## src/rtl/wsdf_pkg.sv

```systemverilog
package wsdf_pkg;

    typedef enum logic [2:0] {
        PH_HDR0 = 3'd0,
        PH_HDR1 = 3'd1,
        PH_EXT  = 3'd2,
        PH_KEY  = 3'd3,
        PH_SKIP = 3'd4,
        PH_DATA = 3'd5
    } t_phase;

    typedef enum logic [1:0] {
        KIND_DATA  = 2'd0,
        KIND_EMPTY = 2'd1,
        KIND_CLOSE = 2'd2,
        KIND_PING  = 2'd3
    } t_kind;

    localparam logic [3:0]  OP_TEXT      = 4'h1;
    localparam logic [3:0]  OP_CLOSE     = 4'h8;
    localparam logic [3:0]  OP_PING      = 4'h9;
    localparam logic [6:0]  LEN_EXT16    = 7'd126;
    localparam logic [6:0]  LEN_EXT64    = 7'd127;
    localparam logic [2:0]  EXT16_BYTES  = 3'd1;
    localparam logic [2:0]  EXT64_BYTES  = 3'd7;
    localparam logic [15:0] LIMIT_RESET  = 16'd4096;

endpackage

```

## src/rtl/websocket_frame_deframer.sv

```systemverilog
// A byte accepted on s_axis passes the input register, then the result register,
// before any result it gives shows on m_axis.
// Throughput: one byte per cycle; s_axis_tready drops only while m_axis is stalled
// and both registers are full.
// Reset (i_rst_n low, synchronous): parser returns to the first header byte,
// both registers empty, payload limit back to 4096.
module websocket_frame_deframer (
    input  logic        i_clk,
    input  logic        i_rst_n,
    input  logic        i_cfg_we,
    input  logic [15:0] i_cfg_wdata,      // payload_limit
    input  logic        s_axis_tvalid,
    output logic        s_axis_tready,
    input  logic [7:0]  s_axis_tdata,     // [7:0] rx_byte
    output logic        m_axis_tvalid,
    input  logic        m_axis_tready,
    output logic [7:0]  m_axis_tdata,     // [7:0] data_byte
    output logic [3:0]  m_axis_tuser,     // [1:0] kind, [2] is_text, [3] truncated
    output logic        m_axis_tlast
);

    logic [15:0]       r_limit;
    logic              r_in_valid;
    logic [7:0]        r_in_byte;
    logic              r_out_valid;
    logic [7:0]        r_out_data;
    wsdf_pkg::t_kind   r_out_kind;
    logic              r_out_text;
    logic              r_out_last;
    logic              r_out_trunc;

    wsdf_pkg::t_phase  r_phase,     n_phase;
    logic [3:0]        r_opcode,    n_opcode;
    logic              r_mask_on,   n_mask_on;
    logic [63:0]       r_rem,       n_rem;
    logic [2:0]        r_ext_cnt,   n_ext_cnt;
    logic [31:0]       r_key,       n_key;
    logic [1:0]        r_key_idx,   n_key_idx;
    logic [15:0]       r_delivered, n_delivered;

    logic              advance;
    logic              step;
    logic              len_go;
    logic              hd_go;
    logic [63:0]       len_val;
    logic              len_mask;
    logic              res_valid;
    wsdf_pkg::t_kind   res_kind;
    logic [7:0]        res_data;
    logic              res_text;
    logic              res_last;
    logic              res_trunc;
    logic [7:0]        key_byte;
    logic              rem_one;
    logic              at_limit;
    logic              is_ctrl;

    assign advance       = !r_out_valid || m_axis_tready;
    assign step          = r_in_valid && advance;
    assign s_axis_tready = !r_in_valid || advance;

    assign rem_one  = (r_rem == 64'd1);
    assign at_limit = ((r_delivered + 16'd1) == r_limit);
    assign is_ctrl  = (r_opcode == wsdf_pkg::OP_CLOSE) || (r_opcode == wsdf_pkg::OP_PING);

    always_comb begin
        case (r_key_idx)
            2'd0:    key_byte = r_key[31:24];
            2'd1:    key_byte = r_key[23:16];
            2'd2:    key_byte = r_key[15:8];
            default: key_byte = r_key[7:0];
        endcase
    end

    always_comb begin
        n_phase     = r_phase;
        n_opcode    = r_opcode;
        n_mask_on   = r_mask_on;
        n_rem       = r_rem;
        n_ext_cnt   = r_ext_cnt;
        n_key       = r_key;
        n_key_idx   = r_key_idx;
        n_delivered = r_delivered;
        len_go      = 1'b0;
        hd_go       = 1'b0;
        len_val     = r_rem;
        len_mask    = r_mask_on;
        res_valid   = 1'b0;
        res_kind    = wsdf_pkg::KIND_DATA;
        res_data    = 8'd0;
        res_text    = 1'b0;
        res_last    = 1'b0;
        res_trunc   = 1'b0;

        case (r_phase)
            wsdf_pkg::PH_HDR1: begin
                n_mask_on = r_in_byte[7];
                n_key     = 32'd0;
                n_rem     = 64'd0;
                if (r_in_byte[6:0] == wsdf_pkg::LEN_EXT16
                        || r_in_byte[6:0] == wsdf_pkg::LEN_EXT64) begin
                    n_ext_cnt = (r_in_byte[6:0] == wsdf_pkg::LEN_EXT16)
                              ? wsdf_pkg::EXT16_BYTES : wsdf_pkg::EXT64_BYTES;
                    n_phase   = wsdf_pkg::PH_EXT;
                end else begin
                    n_rem    = {57'd0, r_in_byte[6:0]};
                    len_go   = 1'b1;
                    len_val  = {57'd0, r_in_byte[6:0]};
                    len_mask = r_in_byte[7];
                end
            end
            wsdf_pkg::PH_EXT: begin
                n_rem = {r_rem[55:0], r_in_byte};
                if (r_ext_cnt == 3'd0) begin
                    len_go  = 1'b1;
                    len_val = {r_rem[55:0], r_in_byte};
                end else begin
                    n_ext_cnt = r_ext_cnt - 3'd1;
                end
            end
            wsdf_pkg::PH_KEY: begin
                n_key = {r_key[23:0], r_in_byte};
                if (r_key_idx == 2'd3) begin
                    n_key_idx = 2'd0;
                    hd_go     = 1'b1;
                end else begin
                    n_key_idx = r_key_idx + 2'd1;
                end
            end
            wsdf_pkg::PH_SKIP: begin
                n_rem = r_rem - 64'd1;
                if (rem_one)
                    n_phase = wsdf_pkg::PH_HDR0;
            end
            wsdf_pkg::PH_DATA: begin
                n_key_idx = r_key_idx + 2'd1;
                n_rem     = r_rem - 64'd1;
                if (rem_one)
                    n_phase = wsdf_pkg::PH_HDR0;
                if (r_delivered < r_limit) begin
                    res_valid   = 1'b1;
                    res_data    = r_in_byte ^ key_byte;
                    res_text    = (r_opcode == wsdf_pkg::OP_TEXT);
                    res_last    = rem_one || at_limit;
                    res_trunc   = at_limit && !rem_one;
                    n_delivered = r_delivered + 16'd1;
                end
            end
            default: begin
                n_opcode = r_in_byte[3:0];
                n_phase  = wsdf_pkg::PH_HDR1;
            end
        endcase

        if (len_go) begin
            if (len_mask) begin
                n_phase   = wsdf_pkg::PH_KEY;
                n_key_idx = 2'd0;
            end else begin
                hd_go = 1'b1;
            end
        end

        if (hd_go) begin
            if (is_ctrl) begin
                n_phase   = (len_val != 64'd0) ? wsdf_pkg::PH_SKIP : wsdf_pkg::PH_HDR0;
                res_valid = 1'b1;
                res_kind  = (r_opcode == wsdf_pkg::OP_CLOSE)
                          ? wsdf_pkg::KIND_CLOSE : wsdf_pkg::KIND_PING;
                res_last  = 1'b1;
            end else if (len_val == 64'd0) begin
                n_phase   = wsdf_pkg::PH_HDR0;
                res_valid = 1'b1;
                res_kind  = wsdf_pkg::KIND_EMPTY;
                res_text  = (r_opcode == wsdf_pkg::OP_TEXT);
                res_last  = 1'b1;
            end else begin
                n_phase     = wsdf_pkg::PH_DATA;
                n_delivered = 16'd0;
                n_key_idx   = 2'd0;
            end
        end
    end

    always_ff @(posedge i_clk) begin
        if (!i_rst_n) begin
            r_limit     <= wsdf_pkg::LIMIT_RESET;
            r_in_valid  <= 1'b0;
            r_out_valid <= 1'b0;
            r_phase     <= wsdf_pkg::PH_HDR0;
            r_opcode    <= 4'd0;
            r_mask_on   <= 1'b0;
            r_rem       <= 64'd0;
            r_ext_cnt   <= 3'd0;
            r_key_idx   <= 2'd0;
            r_delivered <= 16'd0;
        end else begin
            if (i_cfg_we)
                r_limit <= i_cfg_wdata;
            if (s_axis_tready)
                r_in_valid <= s_axis_tvalid;
            if (advance)
                r_out_valid <= step && res_valid;
            if (step) begin
                r_phase     <= n_phase;
                r_opcode    <= n_opcode;
                r_mask_on   <= n_mask_on;
                r_rem       <= n_rem;
                r_ext_cnt   <= n_ext_cnt;
                r_key_idx   <= n_key_idx;
                r_delivered <= n_delivered;
            end
        end
    end

    always_ff @(posedge i_clk) begin
        if (s_axis_tready && s_axis_tvalid)
            r_in_byte <= s_axis_tdata;
        if (step) begin
            r_key <= n_key;
        end
        if (step && res_valid) begin
            r_out_data  <= res_data;
            r_out_kind  <= res_kind;
            r_out_text  <= res_text;
            r_out_last  <= res_last;
            r_out_trunc <= res_trunc;
        end
    end

    assign m_axis_tvalid = r_out_valid;
    assign m_axis_tdata  = r_out_data;
    assign m_axis_tuser  = {r_out_trunc, r_out_text, r_out_kind};
    assign m_axis_tlast  = r_out_last;

    a_data_len: assert property (@(posedge i_clk) disable iff (!i_rst_n)
        (r_phase == wsdf_pkg::PH_DATA || r_phase == wsdf_pkg::PH_SKIP) |-> r_rem != 64'd0)
        else $error("payload phase with no bytes left");

    a_ctrl_last: assert property (@(posedge i_clk) disable iff (!i_rst_n)
        (m_axis_tvalid && m_axis_tuser[1]) |-> (m_axis_tlast && !m_axis_tuser[2]
                                               && !m_axis_tuser[3]))
        else $error("control event without last or with data flags");

    a_trunc_last: assert property (@(posedge i_clk) disable iff (!i_rst_n)
        (m_axis_tvalid && m_axis_tuser[3]) |-> (m_axis_tlast
                                               && m_axis_tuser[1:0] == wsdf_pkg::KIND_DATA))
        else $error("truncation flag outside last payload byte");

    a_ready: assert property (@(posedge i_clk) disable iff (!i_rst_n)
        (!r_in_valid || !r_out_valid) |-> s_axis_tready)
        else $error("input stalled with a free register");

endmodule
```

## config.mk

```make
export PLATFORM = sky130hd
export DESIGN_NAME = websocket_frame_deframer
export DESIGN_NICKNAME = d
export VERILOG_FILES = /design/src/rtl/wsdf_pkg.sv /design/src/rtl/websocket_frame_deframer.sv
export SDC_FILE = /design/constraint.sdc
export NUM_CORES = 1
export LEC_CHECK = 0
export BUFFER_PORTS_ARGS = -buffer_cell sky130_fd_sc_hd__buf_2
export CAP_MARGIN = 5
export CELL_PAD_IN_SITES_DETAIL_PLACEMENT = 1
export CELL_PAD_IN_SITES_GLOBAL_PLACEMENT = 1
export CORE_MARGIN = 3
export CORE_UTILIZATION = 25
export CTS_CLUSTER_DIAMETER = 150
export CTS_CLUSTER_SIZE = 14
export DETAILED_ROUTE_END_ITERATION = 8
export MAX_ROUTING_LAYER = met4
export PLACE_DENSITY_LB_ADDON = 0.05
export SYNTH_ARGS = -nofsm -noshare
export SYNTH_HDL_FRONTEND = slang
export SYNTH_SLANG_ARGS = --single-unit
```

## constraint.sdc

```tcl
create_clock -name i_clk -period 4.69 [get_ports i_clk]
set_input_delay 0.7035 -clock i_clk [delete_from_list [all_inputs] [get_ports i_clk]]
set_output_delay 0.7035 -clock i_clk [all_outputs]
set_load 0.1 [all_outputs]
```

* Yosys cells after proc, flatten, opt, wreduce, memory -nomap -nowiden
Cells that the tools add are included.
** Storage, ports and cells
- Register bits after elaboration :: 164
- Input port bits :: 29
- Memory bits (writable) :: 0
- Output and inout port bits :: 15
- Memories :: 0
- ROM bits :: 0
- Latch bits :: 0
** Cells by class
- Eq/ne operators :: 17
- Reductions and logical operators :: 28
- Divide/modulo/power cells :: 0
- $lt $le $gt $ge :: 1
- Multiplexer cells :: 59
- Bitwise logic cells :: 2
- Shift-type cells :: 0
- Multipliers :: 0
- $add $sub $neg :: 4
** Operators with widths (count)
- 64-bit case mux with 3 select lines :: 1
- 64-bit two-way mux :: 2
- 64-bit case mux with 2 select lines :: 1
- 16-bit two-way mux :: 5
- 64-bit by 1-bit == test with 1-bit output (second input constant) :: 1
- 64-bit logical NOT :: 1
- 32-bit case mux with 2 select lines :: 1
- 64-bit nonzero test :: 1
- 64-bit by 1-bit subtractor with 64-bit output (second input constant) :: 1
- 3-bit two-way mux :: 11
- 1-bit two-way mux :: 25
- 8-bit case mux with 3 select lines :: 1
- 16-bit by 1-bit adder with 16-bit output (second input constant) :: 1
- 16-bit == test :: 1
- 16-bit less-than comparator :: 1
- 7-bit == test (second input constant) :: 2
- 2-bit two-way mux :: 7
- 2-bit AND reduction :: 5
- 3-bit case mux with 3 select lines :: 1
- 4-bit == test (second input constant) :: 2
- 8-bit bitwise XOR :: 1
- 7-bit two-way mux :: 1
- 3-bit by 2-bit == test with 1-bit output (second input constant) :: 2
- 3-bit == test (second input constant) :: 2
- other kinds (21) :: 34

* Longest topological paths before layout
- Depth in word-level cells :: 9
- Gate-level depth with buffers :: 12

* Least setup slack after synthesis
No wires, ideal clock.
- Path type :: reg2reg
- From :: register r_rem[33]
- To :: register r_out_data[0], in the netlist m_axis_tdata[0], enable pin
- Buffers on the path :: 1
- Required time :: 4.303 ns
- Setup time :: 0.387 ns
- Clock period less this slack :: 3.426 ns
- Cell stages (with the launch flop) :: 10
- Slack :: 1.264 ns
- Arrival :: 3.039 ns
- Cell sequence :: dfxtp_1 > clkbuf_1 > nor4_1 > nand4_1 > or4_1 > nand2_1 > o2111ai_1 > o21ai_0 > nand2_1 > a21oi_1
** Between the ends
- Longest elaborated chain between the ends :: 7
- Elaborated cells between the ends (all ways) :: 8
- Those cells by class :: 6 x mux; 2 x reduce/logical
** Ends and longest elaborated chain
- start: declaration :: line websocket_frame_deframer.sv:35 : logic [63:0] r_rem, n_rem;
- start signal: assignment :: line websocket_frame_deframer.sv:208 : r_rem <= n_rem;
- 64-bit two-way mux, on equally long branches :: line websocket_frame_deframer.sv:114, websocket_frame_deframer.sv:100
- 64-bit case mux with 2 select lines (*) :: line websocket_frame_deframer.sv:95 : case (r_phase)
- 64-bit logical NOT (*) :: line websocket_frame_deframer.sv:171 : end else if (len_val == 64'd0) begin
- 1-bit two-way mux (*) :: line websocket_frame_deframer.sv:171
- 1-bit two-way mux (*) :: line websocket_frame_deframer.sv:165 : if (is_ctrl) begin
- 1-bit two-way mux (*) :: line websocket_frame_deframer.sv:164 : if (hd_go) begin
- 1-bit logical AND (*) :: line websocket_frame_deframer.sv:222 : if (step && res_valid) begin
- end signal: assignment :: line websocket_frame_deframer.sv:223 : r_out_data <= res_data;
- end: declaration :: line websocket_frame_deframer.sv:26 : logic [7:0] r_out_data;
Every way passes the cells marked *; elsewhere a longest branch is shown, timed or not.
A chain may end at the register's enable or synchronous reset.

* Worst setup path in the final report
- From :: register r_rem[18]
- To :: register r_out_data[3], in the netlist m_axis_tdata[3], enable pin
The elaborated chain is that of the path after synthesis.

==> flow_summary.yaml <==
run_status:
  status: "complete, no violations"
timing:
  slew_headroom_pct: 38.53
  final_max_slew_viol_count: 0
  hold_violations: 0
  post-route-period-util_pct: 80.38
  timing.fmax_mhz: 265.3
  timing.final.crit_period_ns: 3.770
  tightest_slew_ns: 0.9201
  tns_ns: 0
  final.setup_skew_ns: 0.02146
  setup_viol: 0
  rsz0062_at_grt: "false"
drt:
  vias: 9296
  dr.first_iter.drc_count: 513
  drtPass1Iterations: 5
  final_antenna_net_count: 0
  drc: 0
  wl_per_cell_um: 21.79
  via_per_inst: 5.291
  wl_mm: 38.28
synthesis:
  syn_area_um2: 9872
  synth_top_area_cell: "dfxtp_1"
  synth_common_cells: "161 x nor2_1, 111 x dfxtp_1, 98 x nand2_1, 95 x o21ai_0, 92 x a21oi_1"
  synth_top_area_share_pct: 22.51
  ys_ff_latch: 164
  ys_warn_count: 0
  avgSynthCellArea_um2: 8.006
  synth_edf_count: 53
  yosysMostFrequentCell: "nor2_1"
  seq_area_frac_synth_pct: 38.63
  ys.flop_type: "dfxtp_1"
  synth_cell_type_count: 72
  syn_nets: 1287
  yosys-top-cells-area: "dfxtp_1 23%, edfxtp_1 16%, nor2_1 6.1%"
  ys_async_sr_fraction_pct: 0
  netlist_instances: 1233
setup_path:
  cp_data_arrival_time_ns: 3.95
  critical_path.max_fanout: 8
  critPathRequiredTime_ns: 4.87
  endpoint_kind: "register"
  startpoint_type: "register"
  crit_type: "register to register"
clock_tree:
  clock_sinks: 164
  clock_latency_ns: 0.47
  cts_made_buffers: 17
  ctsHoldBuffers: 0
  cts_root_buf: "clkbuf_16"
  clk_path_buf_depth: 2
  cts_tree: "built"
  post_cts_buffers: 0
  htreeDepth: 4
  cts.reportedPaths.clkPinSlew_ns: 0.08
  cts_resized: 0
cells_and_area:
  areaGrowthSynthToFinish_pct: 13.17
  design_area_um2: 11170
  finish.utilization_pct: 28.77
  nNetsFinal: 1280
  num-fill-cells: 4623
  drive_above_1_share_pct: 9.605
  antenna_cells: 0
global_route:
  track_usage_pct: 19.15
  antenna_found_initial: 0
  grt_max_degree: 66
  grt_pass1_wl_mm: 60.40
  grt_pass1_vias: 9768
  overflow: 0
floorplan:
  coreArea_um2: 38830
  pin_count: 44
  die_y_um: 204.7
  die_width_um: 204.7
  rows: 72
  start_util_pct: 25.43
  dieArea_um2: 41910
power_and_ir_drop:
  p_per_area_nw_per_um2: 334.6
  leakagePower_nw: 4.066
  irDropWorstVdd_v: 0.0002314
job:
  drv_cap: 0
place:
  hpwl_mm: 26.27
  gp_congestion: 0.8064
  portBuffers: 43
  placed_area_um2: 10560
min_path:
  hold_class: "input pin to register"
layout by cell type (no fill, tap or decap), types with 7 or more instances in the layout:
cell type,instances
ha_1,25
a31oi_1,13
mux2i_1,21
inv_1,38
xor2_1,13
and3_1,11
buf_4,23
nor3_1,48
nand2_1,98
a21o_1,9
nand4_1,20
edfxtp_1,53
o31ai_1,8
nand2b_1,7
nor4_1,41
nor2_1,160
a21oi_1,92
and2_1,45
dfxtp_1,111
o211ai_1,11
nand3_1,40
o22ai_1,9
xnor2_1,31
or4_1,9
o21ai_0,95
a22oi_1,16
or3_1,13
a222oi_1,8
buf_2,43
clkbuf_16,17
metal layers:
layer | part of all wire [%] | track usage (%) | vias up
met5 | 0 | - | -
met4 | 1.1 | 4.129 | 0
met3 | 3.4 | 2.924 | 26
met2 | 49 | 31.82 | 145
met1 | 47 | 24.74 | 4643
li1 | - | - | 4482
kinds of logic (layout without fill, tap and decap cells):
kind of cell	Yosys count	count (layout)	share of synthesized area [%]
AO/OA/AOI/OAI	318	318	20.13
flip-flops	164	164	38.63
XOR/XNOR	44	44	3.904
AND/OR/NAND/NOR	528	528	26.50
adder cells (fa/ha/maj)	25	25	3.169
multiplexers	23	23	2.395
buffers and inverters	131	137	5.273
path summary, 6_finish.rpt:
path | startpoint | endpoint | slack [ns] | depth (start not counted)
setup / recovery | r_rem[18] | m_axis_tdata[3] | 0.92 | 9
hold / removal | s_axis_tdata[4] | r_in_byte[4] | 0.41 | 1
setup reg to reg | r_rem[18] | m_axis_tdata[3] | 0.92 | 9
hold reg to reg | r_ext_cnt[0] | r_ext_cnt[0] | 0.48 | 1
metrics by stage:
| step | instances | hold slack [ns] | power, mW | worst slack [ns] |
|---|---|---|---|---|
| final | 1757 | 0.4095 | 3.738 | 0.9202 |
| after global routing | 1757 | 0.3776 | 3.945 | 0.6075 |
| after CTS | 1757 | 0.3728 | 3.810 | 0.9334 |
| after detailed placement | 1725 | 0.4782 | 2.273 | 0.9476 |
| after global placement | 1725 | 0.4661 | 2.278 | 1.055 |
| after floorplan | 1233 | 0.4475 | 2.040 | 1.264 |
area by class of cell:
cell class / count / area, um^2 / share of cell area (%)
repair buffers: 66 / 387.9 / 3.472
multi-input cells: 938 / 5562 / 49.78
flip-flops and latches: 164 / 3814 / 34.14
clock buffers: 17 / 425.4 / 3.808
clock inverters: 15 / 188.9 / 1.691
inverters: 39 / 146.4 / 1.310
well taps: 518 / 648.1 / 5.801
critical path, stage by stage (launching register included):
cell and delay, ns:
dfxtp_1 0.40, nor4_1 0.71, nand4_1 0.40, or4_1 0.62, nand2_1 0.10, o2111ai_1 0.23, o21ai_0 0.43, nand2_1 0.13
a21oi_1 0.26, buf_4 0.21
registers in the layout, summed over array words and instances, names as in the netlist:
signal / flops
m_axis_tdata: 8
r_key: 32
r_in_byte: 8
r_limit: 16
r_phase: 3
r_opcode: 4
r_key_idx: 2
r_rem: 64
r_mask_on: 1
r_delivered: 16
m_axis_tvalid: 1
m_axis_tlast: 1
r_out_trunc: 1
r_out_text: 1
r_out_kind: 2
r_ext_cnt: 3
r_in_valid: 1
where the power goes:
| group | internal, mW | leakage [nW] | switching [mW] |
|---|---|---|---|
| sequential | 1.49 | 1.40 | 0.0560 |
| combinational | 0.232 | 2.37 | 0.456 |
| clock | 0.769 | 0.297 | 0.733 |
Note: power is estimated with default switching activity, not from simulation.
